[config.mk]
export PLATFORM = sky130hd
export DESIGN_NAME = periodic_event_timer_table_unit
export DESIGN_NICKNAME = d
export VERILOG_FILES = /design/src/hw/rtl/pet_pkg.sv /design/src/hw/rtl/pet_entry_ram.sv /design/src/hw/rtl/pet_slot_unit.sv /design/src/hw/rtl/pet_ctrl.sv /design/src/hw/rtl/periodic_event_timer_table_unit.sv
export VERILOG_INCLUDE_DIRS = /design/src /design/src/hw/rtl
export SDC_FILE = /design/constraint.sdc
export NUM_CORES = 1
export LEC_CHECK = 0
export BUFFER_PORTS_ARGS = -buffer_cell sky130_fd_sc_hd__buf_2
export CAP_MARGIN = 10
export CELL_PAD_IN_SITES_DETAIL_PLACEMENT = 1
export CELL_PAD_IN_SITES_GLOBAL_PLACEMENT = 1
export CORE_UTILIZATION = 35
export DETAILED_ROUTE_END_ITERATION = 16
export PLACE_DENSITY_LB_ADDON = 0.1
export SYNTH_ARGS = -nofsm -noshare
export SYNTH_HDL_FRONTEND = slang
export SYNTH_SLANG_ARGS = --single-unit
[constraint.sdc]
create_clock -name clk -period 12.4 [get_ports clk]
set_input_delay 1.24 -clock clk [delete_from_list [all_inputs] [get_ports clk]]
set_output_delay 1.24 -clock clk [all_outputs]
set_load 0.02 [all_outputs]
[src/hw/rtl/periodic_event_timer_table_unit_macros.svh]
// Assertion macros for the periodic event timer table.
// Included by the modules that carry concurrent assertions; no other dependencies.
`ifndef PERIODIC_EVENT_TIMER_TABLE_UNIT_MACROS_SVH
`define PERIODIC_EVENT_TIMER_TABLE_UNIT_MACROS_SVH

// same-cycle implication, masked during reset
`define PET_ASSERT_IMPLY(label, clk, rst, ante, cons) \
  label: assert property (@(posedge clk) disable iff (rst) (ante) |-> (cons)) \
    else $error("pet assertion failed");

// next-cycle implication, masked during reset
`define PET_ASSERT_NEXT(label, clk, rst, ante, cons) \
  label: assert property (@(posedge clk) disable iff (rst) (ante) |=> (cons)) \
    else $error("pet assertion failed");

`endif

[src/hw/rtl/pet_pkg.sv]
// Shared types and codes for the periodic event timer table.
// No dependencies.
`default_nettype none

package pet_pkg;

  typedef enum logic [2:0] {
    OP_TICK    = 3'd0,
    OP_PROCESS = 3'd1,
    OP_ADD     = 3'd2,
    OP_CLEAR   = 3'd3,
    OP_REMOVE  = 3'd4,
    OP_PAUSE   = 3'd5,
    OP_RESUME  = 3'd6
  } op_e;

  typedef enum logic [1:0] {
    ST_OK        = 2'd0,
    ST_FULL      = 2'd1,
    ST_NOT_FOUND = 2'd2,
    ST_EMPTY     = 2'd3
  } status_e;

  typedef enum logic [2:0] {
    S_IDLE,
    S_READ,
    S_EXEC,
    S_MOVE_RD,
    S_MOVE,
    S_DONE
  } state_e;

  localparam int TAG_W  = 8;
  localparam int PER_W  = 16;
  localparam int SLOT_W = 5;

  typedef struct packed {
    logic [2:0]       func;
    logic [TAG_W-1:0] event_tag;
    logic [PER_W-1:0] period;
    logic             count_enable;
  } cmd_t;

  typedef struct packed {
    logic              fired;
    logic [TAG_W-1:0]  fired_tag;
    logic [SLOT_W-1:0] slot;
    logic [1:0]        status;
    logic              last;
  } rsp_t;

  typedef struct packed {
    logic [TAG_W-1:0] tag;
    logic [PER_W-1:0] period;
    logic [PER_W-1:0] counter;
    logic             active;
  } entry_t;

  // verdict of the slot unit on one entry
  typedef struct packed {
    logic   fire;
    logic   match;
    logic   hit;
    entry_t upd;
  } unit_res_t;

endpackage

`default_nettype wire

[src/hw/rtl/pet_entry_ram.sv]
// Entry store: one write port, one registered read port.
// Depends on pet_pkg for the entry type.
`default_nettype none

module pet_entry_ram #(
  parameter int DEPTH = 16,
  parameter int IDX_W = 4
) (
  input  wire logic               clk,
  input  wire logic               we,
  input  wire logic [IDX_W-1:0]   wa,
  input  wire pet_pkg::entry_t    wd,
  input  wire logic [IDX_W-1:0]   ra,
  output pet_pkg::entry_t         rd
);

  pet_pkg::entry_t mem [DEPTH];

  always_ff @(posedge clk) begin
    if (we) begin
      mem[wa] <= wd;
    end
    rd <= mem[ra];
  end

endmodule

`default_nettype wire

[src/hw/rtl/pet_slot_unit.sv]
// Shared per-slot unit: due compare, tag match and entry update.
// Depends on pet_pkg for op codes and the entry type.
`default_nettype none

module pet_slot_unit (
  input  wire logic [2:0]                 op,
  input  wire logic [pet_pkg::TAG_W-1:0]  tag,
  input  wire pet_pkg::entry_t            entry,
  output pet_pkg::unit_res_t              res
);

  logic fire;
  logic match;
  logic not_sat;

  assign fire    = entry.counter >= entry.period;
  assign match   = entry.tag == tag;
  assign not_sat = entry.counter != '1;

  always_comb begin
    res       = '0;
    res.fire  = fire;
    res.match = match;
    res.upd   = entry;
    case (op)
      pet_pkg::OP_TICK: begin
        res.hit         = entry.active && not_sat;
        res.upd.counter = entry.counter + 1'b1;
      end
      pet_pkg::OP_PROCESS: begin
        res.hit         = fire;
        res.upd.counter = '0;
      end
      pet_pkg::OP_PAUSE: begin
        res.hit        = match;
        res.upd.active = 1'b0;
      end
      pet_pkg::OP_RESUME: begin
        res.hit        = match;
        res.upd.active = 1'b1;
      end
      pet_pkg::OP_REMOVE: begin
        res.hit = match;
      end
      default: begin
        res.hit = 1'b0;
      end
    endcase
  end

endmodule

`default_nettype wire

[src/hw/rtl/pet_ctrl.sv]
// Sequencer: walks the slots through the shared unit and drives the result register.
// Depends on pet_pkg and the assertion macros header.
`default_nettype none
`include "periodic_event_timer_table_unit_macros.svh"

module pet_ctrl #(
  parameter int MAX_EVENTS = 16,
  parameter int IDX_W      = 4,
  parameter int CNT_W      = 5
) (
  input  wire logic                       clk,
  input  wire logic                       rst,
  input  wire logic                       cmd_valid,
  output logic                            cmd_ready,
  input  wire pet_pkg::cmd_t              cmd,
  output logic                            rsp_valid,
  input  wire logic                       rsp_ready,
  output pet_pkg::rsp_t                   rsp,
  output logic [2:0]                      op,
  output logic [pet_pkg::TAG_W-1:0]       tag,
  output logic [IDX_W-1:0]                idx,
  output logic                            we,
  output logic [IDX_W-1:0]                wa,
  output pet_pkg::entry_t                 wd,
  input  wire pet_pkg::entry_t            rd,
  input  wire pet_pkg::unit_res_t         ures
);

  pet_pkg::state_e state, state_next;

  logic [pet_pkg::PER_W-1:0] per, per_next;
  logic                      en, en_next;
  logic [2:0]                op_next;
  logic [pet_pkg::TAG_W-1:0] tag_next;
  logic [CNT_W-1:0]          count, count_next;
  logic [IDX_W-1:0]          idx_next;
  logic [IDX_W-1:0]          res_slot, res_slot_next;
  logic                      found, found_next;
  logic [1:0]                st, st_next;
  logic                      rsp_valid_next;
  pet_pkg::rsp_t             rsp_next;

  logic accept;
  logic can_load;
  logic load;
  logic last_slot;
  logic empty;
  logic full;
  logic stall;

  assign accept    = cmd_valid && cmd_ready;
  assign can_load  = !rsp_valid || rsp_ready;
  assign last_slot = (CNT_W'(idx) + 1'b1) >= count;
  assign empty     = count == '0;
  assign full      = count == CNT_W'(MAX_EVENTS);
  assign stall     = (op == pet_pkg::OP_PROCESS) && ures.fire && !can_load;
  assign cmd_ready = state == pet_pkg::S_IDLE;

  // next state
  always_comb begin
    state_next = state;
    case (state)
      pet_pkg::S_IDLE: begin
        if (accept) begin
          case (cmd.func)
            pet_pkg::OP_TICK: begin
              state_next = (cmd.count_enable && !empty) ? pet_pkg::S_READ : pet_pkg::S_DONE;
            end
            pet_pkg::OP_PROCESS, pet_pkg::OP_REMOVE, pet_pkg::OP_PAUSE,
            pet_pkg::OP_RESUME: begin
              state_next = empty ? pet_pkg::S_DONE : pet_pkg::S_READ;
            end
            default: begin
              state_next = pet_pkg::S_DONE;
            end
          endcase
        end
      end
      pet_pkg::S_READ: begin
        state_next = pet_pkg::S_EXEC;
      end
      pet_pkg::S_EXEC: begin
        if (!stall) begin
          if (op == pet_pkg::OP_REMOVE && ures.match && !last_slot) begin
            state_next = pet_pkg::S_MOVE_RD;
          end else if (last_slot || (op == pet_pkg::OP_REMOVE && ures.match)) begin
            state_next = pet_pkg::S_DONE;
          end else begin
            state_next = pet_pkg::S_READ;
          end
        end
      end
      pet_pkg::S_MOVE_RD: begin
        state_next = pet_pkg::S_MOVE;
      end
      pet_pkg::S_MOVE: begin
        state_next = last_slot ? pet_pkg::S_DONE : pet_pkg::S_MOVE_RD;
      end
      pet_pkg::S_DONE: begin
        if (can_load) begin
          state_next = pet_pkg::S_IDLE;
        end
      end
      default: begin
        state_next = pet_pkg::S_IDLE;
      end
    endcase
  end

  // datapath and outputs
  always_comb begin
    op_next       = op;
    tag_next      = tag;
    per_next      = per;
    en_next       = en;
    count_next    = count;
    idx_next      = idx;
    res_slot_next = res_slot;
    found_next    = found;
    st_next       = st;
    we            = 1'b0;
    wa            = idx;
    wd            = ures.upd;
    load          = 1'b0;
    rsp_next      = rsp;
    case (state)
      pet_pkg::S_IDLE: begin
        if (accept) begin
          op_next       = cmd.func;
          tag_next      = cmd.event_tag;
          per_next      = cmd.period;
          en_next       = cmd.count_enable;
          idx_next      = '0;
          res_slot_next = '0;
          found_next    = 1'b0;
          st_next       = pet_pkg::ST_OK;
          case (cmd.func)
            pet_pkg::OP_ADD: begin
              if (full) begin
                st_next = pet_pkg::ST_FULL;
              end else begin
                we            = 1'b1;
                wa            = IDX_W'(count);
                wd.tag        = cmd.event_tag;
                wd.period     = cmd.period;
                wd.counter    = '0;
                wd.active     = 1'b1;
                res_slot_next = IDX_W'(count);
                count_next    = count + 1'b1;
              end
            end
            pet_pkg::OP_CLEAR: begin
              count_next = '0;
            end
            pet_pkg::OP_REMOVE, pet_pkg::OP_PAUSE, pet_pkg::OP_RESUME: begin
              if (empty) begin
                st_next = pet_pkg::ST_EMPTY;
              end
            end
            default: begin
            end
          endcase
        end
      end
      pet_pkg::S_EXEC: begin
        if (!stall) begin
          we = ures.hit && (op != pet_pkg::OP_REMOVE);
          if (op == pet_pkg::OP_PROCESS && ures.fire) begin
            load               = 1'b1;
            rsp_next.fired     = 1'b1;
            rsp_next.fired_tag = rd.tag;
            rsp_next.slot      = pet_pkg::SLOT_W'(idx);
            rsp_next.status    = pet_pkg::ST_OK;
            rsp_next.last      = 1'b0;
          end
          if (op == pet_pkg::OP_REMOVE && ures.match) begin
            res_slot_next = idx;
            if (last_slot) begin
              count_next = count - 1'b1;
            end else begin
              idx_next = idx + 1'b1;
            end
          end else begin
            if (last_slot) begin
              if (op == pet_pkg::OP_REMOVE) begin
                st_next = pet_pkg::ST_NOT_FOUND;
              end else if (op == pet_pkg::OP_PAUSE || op == pet_pkg::OP_RESUME) begin
                st_next = (found || ures.match) ? pet_pkg::ST_OK : pet_pkg::ST_NOT_FOUND;
              end
            end else begin
              idx_next = idx + 1'b1;
            end
            found_next = found || ures.match;
          end
        end
      end
      pet_pkg::S_MOVE: begin
        we = 1'b1;
        wa = idx - 1'b1;
        wd = rd;
        if (last_slot) begin
          count_next = count - 1'b1;
        end else begin
          idx_next = idx + 1'b1;
        end
      end
      pet_pkg::S_DONE: begin
        if (can_load) begin
          load           = 1'b1;
          rsp_next.fired = 1'b0;
          if (op == pet_pkg::OP_TICK || op == pet_pkg::OP_PROCESS ||
              op == pet_pkg::OP_CLEAR) begin
            rsp_next.fired_tag = '0;
          end else begin
            rsp_next.fired_tag = tag;
          end
          rsp_next.slot   = pet_pkg::SLOT_W'(res_slot);
          rsp_next.status = st;
          rsp_next.last   = 1'b1;
        end
      end
      default: begin
      end
    endcase
    rsp_valid_next = load || (rsp_valid && !rsp_ready);
  end

  always_ff @(posedge clk) begin
    if (rst) begin
      state     <= pet_pkg::S_IDLE;
      count     <= '0;
      rsp_valid <= 1'b0;
    end else begin
      state     <= state_next;
      count     <= count_next;
      rsp_valid <= rsp_valid_next;
    end
    op       <= op_next;
    tag      <= tag_next;
    per      <= per_next;
    en       <= en_next;
    idx      <= idx_next;
    res_slot <= res_slot_next;
    found    <= found_next;
    st       <= st_next;
    rsp      <= rsp_next;
  end

  `PET_ASSERT_IMPLY(a_count_bound, clk, rst, 1'b1, count <= CNT_W'(MAX_EVENTS))
  `PET_ASSERT_IMPLY(a_walk_in_fill, clk, rst,
    state == pet_pkg::S_EXEC || state == pet_pkg::S_MOVE, CNT_W'(idx) < count)
  `PET_ASSERT_IMPLY(a_fired_not_last, clk, rst, rsp_valid && rsp.fired, !rsp.last)
  `PET_ASSERT_NEXT(a_remove_shrinks, clk, rst,
    state == pet_pkg::S_MOVE && last_slot, count == $past(count) - 1'b1)

endmodule

`default_nettype wire

[src/hw/rtl/periodic_event_timer_table_unit.sv]
// Periodic event timer table: a table of up to MAX_EVENTS tagged periodic events,
// walked one slot at a time by a sequencer through a shared compare and update
// unit over an entry RAM with one write port and one registered read port. Add,
// remove all and unused codes go straight from idle to the closing beat, as do tick
// without count_enable and any walking operation on an empty table. Tick (with
// count_enable), process, pause, resume and remove pass each occupied slot, up to
// the matching slot for remove, through a read state and an execute state, then
// go to the closing beat; remove first reads and rewrites each later entry one
// slot down. The slot rate is set by the RAM's registered read port. Process
// emits one beat per fired entry and holds its walk while a result beat waits on
// rsp_ready. The command channel is ready only between commands. The entry RAM
// needs no clearing after reset; only slots below the fill count are ever read.
// Depends on pet_pkg, pet_entry_ram, pet_slot_unit and pet_ctrl.
`default_nettype none

module periodic_event_timer_table_unit #(
  parameter int MAX_EVENTS = 16
) (
  input  wire logic          clk,
  input  wire logic          rst,
  input  wire logic          cmd_valid,
  output logic               cmd_ready,
  input  wire pet_pkg::cmd_t cmd,
  output logic               rsp_valid,
  input  wire logic          rsp_ready,
  output pet_pkg::rsp_t      rsp
);

  localparam int IDX_W = (MAX_EVENTS > 1) ? $clog2(MAX_EVENTS) : 1;
  localparam int CNT_W = $clog2(MAX_EVENTS + 1);

  logic [2:0]                op;
  logic [pet_pkg::TAG_W-1:0] tag;
  logic [IDX_W-1:0]          idx;
  logic                      we;
  logic [IDX_W-1:0]          wa;
  pet_pkg::entry_t           wd;
  pet_pkg::entry_t           rd;
  pet_pkg::unit_res_t        ures;

  pet_entry_ram #(
    .DEPTH (MAX_EVENTS),
    .IDX_W (IDX_W)
  ) u_ram (
    .clk (clk),
    .we  (we),
    .wa  (wa),
    .wd  (wd),
    .ra  (idx),
    .rd  (rd)
  );

  pet_slot_unit u_unit (
    .op    (op),
    .tag   (tag),
    .entry (rd),
    .res   (ures)
  );

  pet_ctrl #(
    .MAX_EVENTS (MAX_EVENTS),
    .IDX_W      (IDX_W),
    .CNT_W      (CNT_W)
  ) u_ctrl (
    .clk       (clk),
    .rst       (rst),
    .cmd_valid (cmd_valid),
    .cmd_ready (cmd_ready),
    .cmd       (cmd),
    .rsp_valid (rsp_valid),
    .rsp_ready (rsp_ready),
    .rsp       (rsp),
    .op        (op),
    .tag       (tag),
    .idx       (idx),
    .we        (we),
    .wa        (wa),
    .wd        (wd),
    .rd        (rd),
    .ures      (ures)
  );

endmodule

`default_nettype wire
==> results of run 1 <==
[where the power goes]
part	total [W]	internal (W)	switching (W)
sequential	0.00351	0.00334	0.000167
clock	0.00249	0.00149	0.00100
combinational	0.00242	0.000939	0.00148
total	0.00841	0.00577	0.00264
[per-stage QoR]
stage               cell area, um2  utilization (%)
floorplan                    29500                -
global placement             31200             37.3
detailed placement           31200             37.3
CTS                          34000             40.7
global route                 34000             40.7
finish                       34000             40.7
[cell families after synthesis]
logic type / count (synthesis) / share of synthesized area (%)
mux: 207 / 15.7
flops: 744 / 74.1
compound gates: 140 / 3.00
other cells: 1 / 0.0127
fa+ha+maj: 26 / 1.10
simple gates: 234 / 3.95
xor+xnor: 16 / 0.475
buf+inv: 105 / 1.65
[cell type report]
| cell class | instances | area [um2] |
|---|---|---|
| repair buffers | 100 | 641 |
| flip-flops and latches | 744 | 21800 |
| well taps | 1080 | 1350 |
| inverters | 31 | 116 |
| clock buffers | 111 | 2250 |
| clock inverters | 40 | 527 |
| multi-input cells | 624 | 7270 |
| fillers | 7882 | 49600 |
[layout by cell type (no fill, tap or decap), drive strengths merged, types with 2 or more instances in the layout]
cell    instances
a211o           3
a211oi          6
a21oi          37
a22o           10
a31oi           5
a32o            4
and2            4
and3            6
and4            2
buf           100
bufinv         10
clkbuf        111
clkinv         28
dfxtp          50
edfxtp        694
ha             26
inv            32
mux4          205
nand2          99
nand2b         10
nand3          19
nand4          10
nor2           37
nor2b           7
nor3           26
nor4            3
o211ai          2
o21ai          52
o22ai           6
o31ai           4
o41ai           2
or2             4
xnor2          11
xor2            5
[critical path: cells and delay by family]
kind,cells,cell delay (ps)
AO/OA/AOI/OAI,1,180
buffers and inverters,3,1210
AND/OR/NAND/NOR,5,1960
[flip-flops by register name, summed over array words and instances (netlist names), 2 cells and up]
register and cells:
u_ctrl.res_slot 4, u_ctrl.count 5, u_ctrl.tag 8, u_ctrl.idx 4
u_ctrl.op 3, u_ram.rd 41, u_ctrl.st 2, u_ctrl.state 3
u_ram.mem 656, u_ctrl.rsp 16
[per-layer routing]
layer	up-vias	global-route usage, %
met3	89	3.02
met5	-	0
met2	261	29.8
met4	0	4.06
met1	7976	26.1
li1	6281	-
[worst paths after layout]
check                          startpoint                           to  slack, ps  cells past startpoint
min          u_ctrl.res_slot[3]$_DFFE_PP_      u_ctrl.rsp[6]$_DFFE_PP_        520                      2
min reg2reg  u_ctrl.res_slot[3]$_DFFE_PP_      u_ctrl.rsp[6]$_DFFE_PP_        520                      2
max reg2reg  u_ctrl.count[0]$_SDFFE_PP0P_  u_ram.mem[10][38]$_DFFE_PP_       8030                     10
max                               cmd[25]  u_ram.mem[10][38]$_DFFE_PP_       7960                      9
[cell usage after synthesis (5+ instances only)]
cell type  instances
buf_1              7
ha_1              26
mux4_2           205
and3_1             6
a31oi_1            5
buf_2             28
nand2b_1          10
nand3_1           17
clkbuf_1          31
nor3_1            26
a211oi_1           6
edfxtp_1         694
nand2_1           97
nor2b_1            7
nor2_1            36
o21ai_0           50
nand4_1            9
xor2_1             5
dfxtp_1           50
o22ai_1            6
inv_1             30
a22o_1             9
a21oi_1           34
xnor2_1           11
==> impl_metrics.tcl, run 1 <==
set metrics [dict create \
    ir_drop_mv 0.160 \
    worstSetupStartpointType "input pin" \
    syn_inst 1473 \
    rsz0062_at_grt "false" \
    ys_async_sr_fraction_pct 0 \
    slew-limit-headroom_pct 17.7 \
    met3WireLength_um 2780 \
    avgSynthCellArea_um2 20.0 \
    crit_type "input pin to register" \
    seq_area_frac_synth_pct 74.1 \
    synth_ff_type "edfxtp_1" \
    crit_path_max_incr_delay_ps 610 \
    wl_per_cell_um 28.1 \
    dr_wl_met2_um 37000 \
    required_ps 12650 \
    finalCriticalPeriod_ps 4440 \
    post-route-period-util_pct 35.8 \
    ys_warn_count 0 \
    layout.cells.non_filler 2730 \
    hold_buffers 0 \
    post_cts_resized 0 \
    power_leakage_nw 10.8 \
    top_layer "met4" \
    cts_buffer_depth 3 \
    dp.cells 2577 \
    syn2layout_area_growth_pct 15.3 \
    fin_ws_ps 7960 \
    worst_hold_slack_ps 523 \
    pre_cts_ws_ps 7310 \
    cts_tree "yes" \
    grt_start_max_net_pins 98 \
    pin_count 51 \
    htree_levels 3 \
    start_util_pct 35.3 \
    antenna_found_initial 0 \
    hold_violations 0 \
    root_buffer "clkbuf_16" \
    cp_slowest_cell "nor2_4" \
    cts_setup_buffers 0 \
    place.gp.congestion 0.747 \
    diodes 0 \
    fp-row-count 106 \
    syn_nets 1531 \
    synth_area_mm2 0.0295 \
    clock_skew_ps 37.3 \
    dieArea_mm2 0.0854 \
    fmax_mhz 225 \
    drive_gt1_share_pct 28.1 \
    cap_violations 0 \
    wl_met1_um 35500 \
    ys_top_cells_by_area "edfxtp_1, mux4_2, dfxtp_1" \
    grt_pass1_wl_um 113000 \
    power_w 0.00841 \
    tritoncts.num_buffers 82 \
    finalSetupViolations 0 \
    drcViolationCount 0 \
    insertion_delay_ps 640 \
    synth_top_area_share_pct 70.7 \
    ant_nets 0 \
    grt_overflow 0 \
    outcome "finished, final reports clean" \
    power_density_mw_per_mm2 248 \
    yosys.area.top_type "edfxtp_1" \
    path_clk_slew_ps 60 \
    dp_hpwl_um 44300 \
    yosysUniqueCellTypes 67 \
    path_max_fanout 44 \
    critPathMostFrequentCell "buf_4" \
    viasPerCell 5.35 \
    die-width_um 292 \
    worstHoldPathType "register to register" \
    synth_edf_count 694 \
    finalMaxSlewViolations 0 \
    io_buffers 49 \
    drt_iter0_drc 978 \
    worstMarginPinSlew_ps 1230 \
    cp_cell_sequence "buf_2 > nor3b_2 > and3_2 > buf_4 > nor2_8 > o311ai_1 > nand4b_1 > nor2_4 > buf_4" \
    drt-total-wl_um 76700 \
    core_area_mm2 0.0836 \
    finalSetupTns_ps 0 \
    die_h_um 292 \
    crit_arrival_ps 4690 \
    crit_path_end_kind "register" \
    cts_sinks 744 \
    dr_total_vias 14607 \
    grt_pass1_vias 15751 \
    nets 1641 \
    track_usage_pct 18.4 \
    drtPass1Iterations 5 \
    synth_seq_cells 744 \
]
(Power assumes the default switching activity.)
==> run 2, diff against run 1 <==
clock period = 3.96 ns   (was 12.4 ns; I/O delays follow)
==> run 2 against run 1 <==
  * Sequential share of layout area decreased by 1.2 points
  * Sequential power increased to 3.1 times the previous value
  * Clock power increased to 3.1 times the previous value
  * Worst setup slack got worse by 7500 ps
  * Clock skew decreased by 16 ps
  * Combinational power increased to 3.4 times the previous value
  * First-iteration DRC count increased by 26%
  * Non-clock buffer count increased by 46
  * Final cell count increased by 1.8%
==> impl_metrics.tcl, run 2 (synthesized netlist as in run 1, its figures left out) <==
set metrics [dict create \
    worstSetupStartpointType "register" \
    rsz0062_at_grt "false" \
    drt_iter0_drc 1236 \
    dr_total_vias 14839 \
    wl_per_cell_um 28.4 \
    largest_reg_flops 656 \
    cp_slowest_cell "dfxtp_1" \
    critPathMostFrequentCell "buf_4" \
    insertion_delay_ps 630 \
    final_common_cell "edfxtp_1" \
    crit_arrival_ps 3760 \
    place.gp.congestion 0.774 \
    cts_setup_buffers 0 \
    path_delay_family "compound AO/OA/AOI/OAI gates" \
    cts_tree "yes" \
    hold_violations 0 \
    syn2layout_area_growth_pct 17.4 \
    tritoncts.num_buffers 84 \
    hold_depth 1 \
    path_buf_inv 2 \
    layout_common_cells "edfxtp_1, mux4_2, nand2_1, clkbuf_16, buf_4" \
    power_density_mw_per_mm2 775 \
    reg_top3 "u_ram.mem x656, u_ram.rd x41, u_ctrl.rsp x16" \
    viasPerCell 5.34 \
    post-route-period-util_pct 88.2 \
    grt_pass1_vias 16058 \
    fp-row-count 106 \
    slew-limit-headroom_pct 21.1 \
    cts_sinks 744 \
    grt_start_max_net_pins 118 \
    r2r.worst_path.cells 10 \
    layout.cells.non_filler 2778 \
    path_clk_slew_ps 60 \
    clock_skew_ps 21.4 \
    dieArea_mm2 0.0854 \
    io_buffers 49 \
    worstHoldPathType "input pin to register" \
    outcome "finished, final reports clean" \
    antenna_found_initial 5 \
    crit_path_max_incr_delay_ps 450 \
    crit_path_end_kind "register" \
    drcViolationCount 0 \
    rr_endpoint "u_ram.mem[6][17]$_DFFE_PP_" \
    start_util_pct 35.3 \
    hold_path_end "u_ctrl.op[0]$_DFFE_PP_" \
    die_h_um 292 \
    min_from "cmd[25]" \
    regMostFlops "u_ram.mem" \
    core_area_mm2 0.0836 \
    pin_count 51 \
    post_cts_resized 0 \
    drive_gt1_share_pct 29.1 \
    finalMaxSlewViolations 0 \
    ir_drop_mv 0.521 \
    hold_buffers 10 \
    required_ps 4230 \
    dp.cells 2611 \
    finalSetupViolations 0 \
    drt-total-wl_um 78900 \
    crit_type "register to register" \
    track_usage_pct 18.8 \
    power_w 0.0268 \
    grt_pass1_wl_um 115000 \
    r2r_setup_slack_ps 470 \
    r2r_start "u_ram.rd[3]$_DFF_P_" \
    root_buffer "clkbuf_16" \
    htree_levels 3 \
    ant_nets 0 \
    cts_buffer_depth 3 \
    die-width_um 292 \
    fmax_mhz 286 \
    worstMarginPinSlew_ps 1170 \
    dp_hpwl_um 48700 \
    path_max_fanout 22 \
    finalCriticalPeriod_ps 3490 \
    nets 1689 \
    grt_overflow 0 \
    cp_cell_sequence "ha_1 > a211oi_1 > o21ai_1 > a21oi_1 > o41ai_4 > o311ai_1 > nand2_2 > buf_4 > nor3_4 > buf_4" \
    drtPass1Iterations 5 \
    power_leakage_nw 11.2 \
    cap_violations 0 \
]
## run 2: changes by cell type in the layout (fill, tap and decap cells not counted), moves of 2 or more
cell	before	now
inv_6	0	3
buf_6	0	3
clkbuf_1	20	23
clkbuf_16	82	86
dlygate4sd3_1	0	10
buf_4	50	65
clkbuf_8	9	1
clkinvlp_4	1	3
nor3_4	0	12
nor3_2	12	0
clkinv_1	13	15
buf_12	1	19
clkinv_8	3	1
## run 2: routing by layer
layer	track usage, %	up-vias	wire, um
met2	29.3	308	36900
met5	0	-	0
met3	3.22	87	3890
li1	-	6382	-
met1	27.5	8062	36800
met4	4.44	0	1200
## run 2: power by group
group | switching, W | internal, W
clock | 0.00309 | 0.00460
sequential | 0.000466 | 0.0104
combinational | 0.00506 | 0.00317
## run 2: cell type report
type / count / area, um2
fill: 7915 / 48900
sequential: 744 / 21800
multi-input combinational: 624 / 7350
clock buffer: 110 / 2250
tap: 1080 / 1350
timing repair buffer: 146 / 1250
clock inverter: 42 / 467
inverter: 31 / 116
antenna: 1 / 2.50
## run 2: through the flow
step	cell area (um2)	utilization (%)	setup WS (ps)	hold slack [ps]	setup TNS [ps]
3_5_place_dp	31800	38.0	428	515	0
3_3_place_gp	31800	38.0	505	512	0
5_1_grt	34600	41.4	229	101	0
4_1_cts	34600	41.4	395	66.3	0
2_1_floorplan	29600	-	-208	484	-57880
6_report	34600	41.4	468	99.9	0
## run 2: worst register-to-register path, stage by stage, from the launching register on
cell,delay (ps)
dfxtp_1,450
ha_1,290
a211oi_1,220
o21ai_1,140
a21oi_1,380
o41ai_4,160
o311ai_1,440
nand2_2,90
buf_4,260
nor3_4,300
buf_4,390
## run 2: how the worst max path moves through the flow
stage | depth (start not counted) | from | slack, ps | end
2_1_floorplan | 10 | u_ctrl.idx[1]$_SDFFCE_PP0P_ | -210 | u_ram.mem[11][0]$_DFFE_PP_
3_3_place_gp | 10 | u_ram.rd[6]$_DFF_P_ | 510 | u_ram.mem[6][22]$_DFFE_PP_
3_5_place_dp | 10 | u_ram.rd[3]$_DFF_P_ | 430 | u_ram.mem[6][22]$_DFFE_PP_
4_1_cts | 10 | u_ram.rd[3]$_DFF_P_ | 390 | u_ram.mem[6][22]$_DFFE_PP_
5_1_grt | 10 | u_ram.rd[3]$_DFF_P_ | 230 | u_ram.mem[6][18]$_DFFE_PP_
6_report | 10 | u_ram.rd[3]$_DFF_P_ | 470 | u_ram.mem[6][17]$_DFFE_PP_
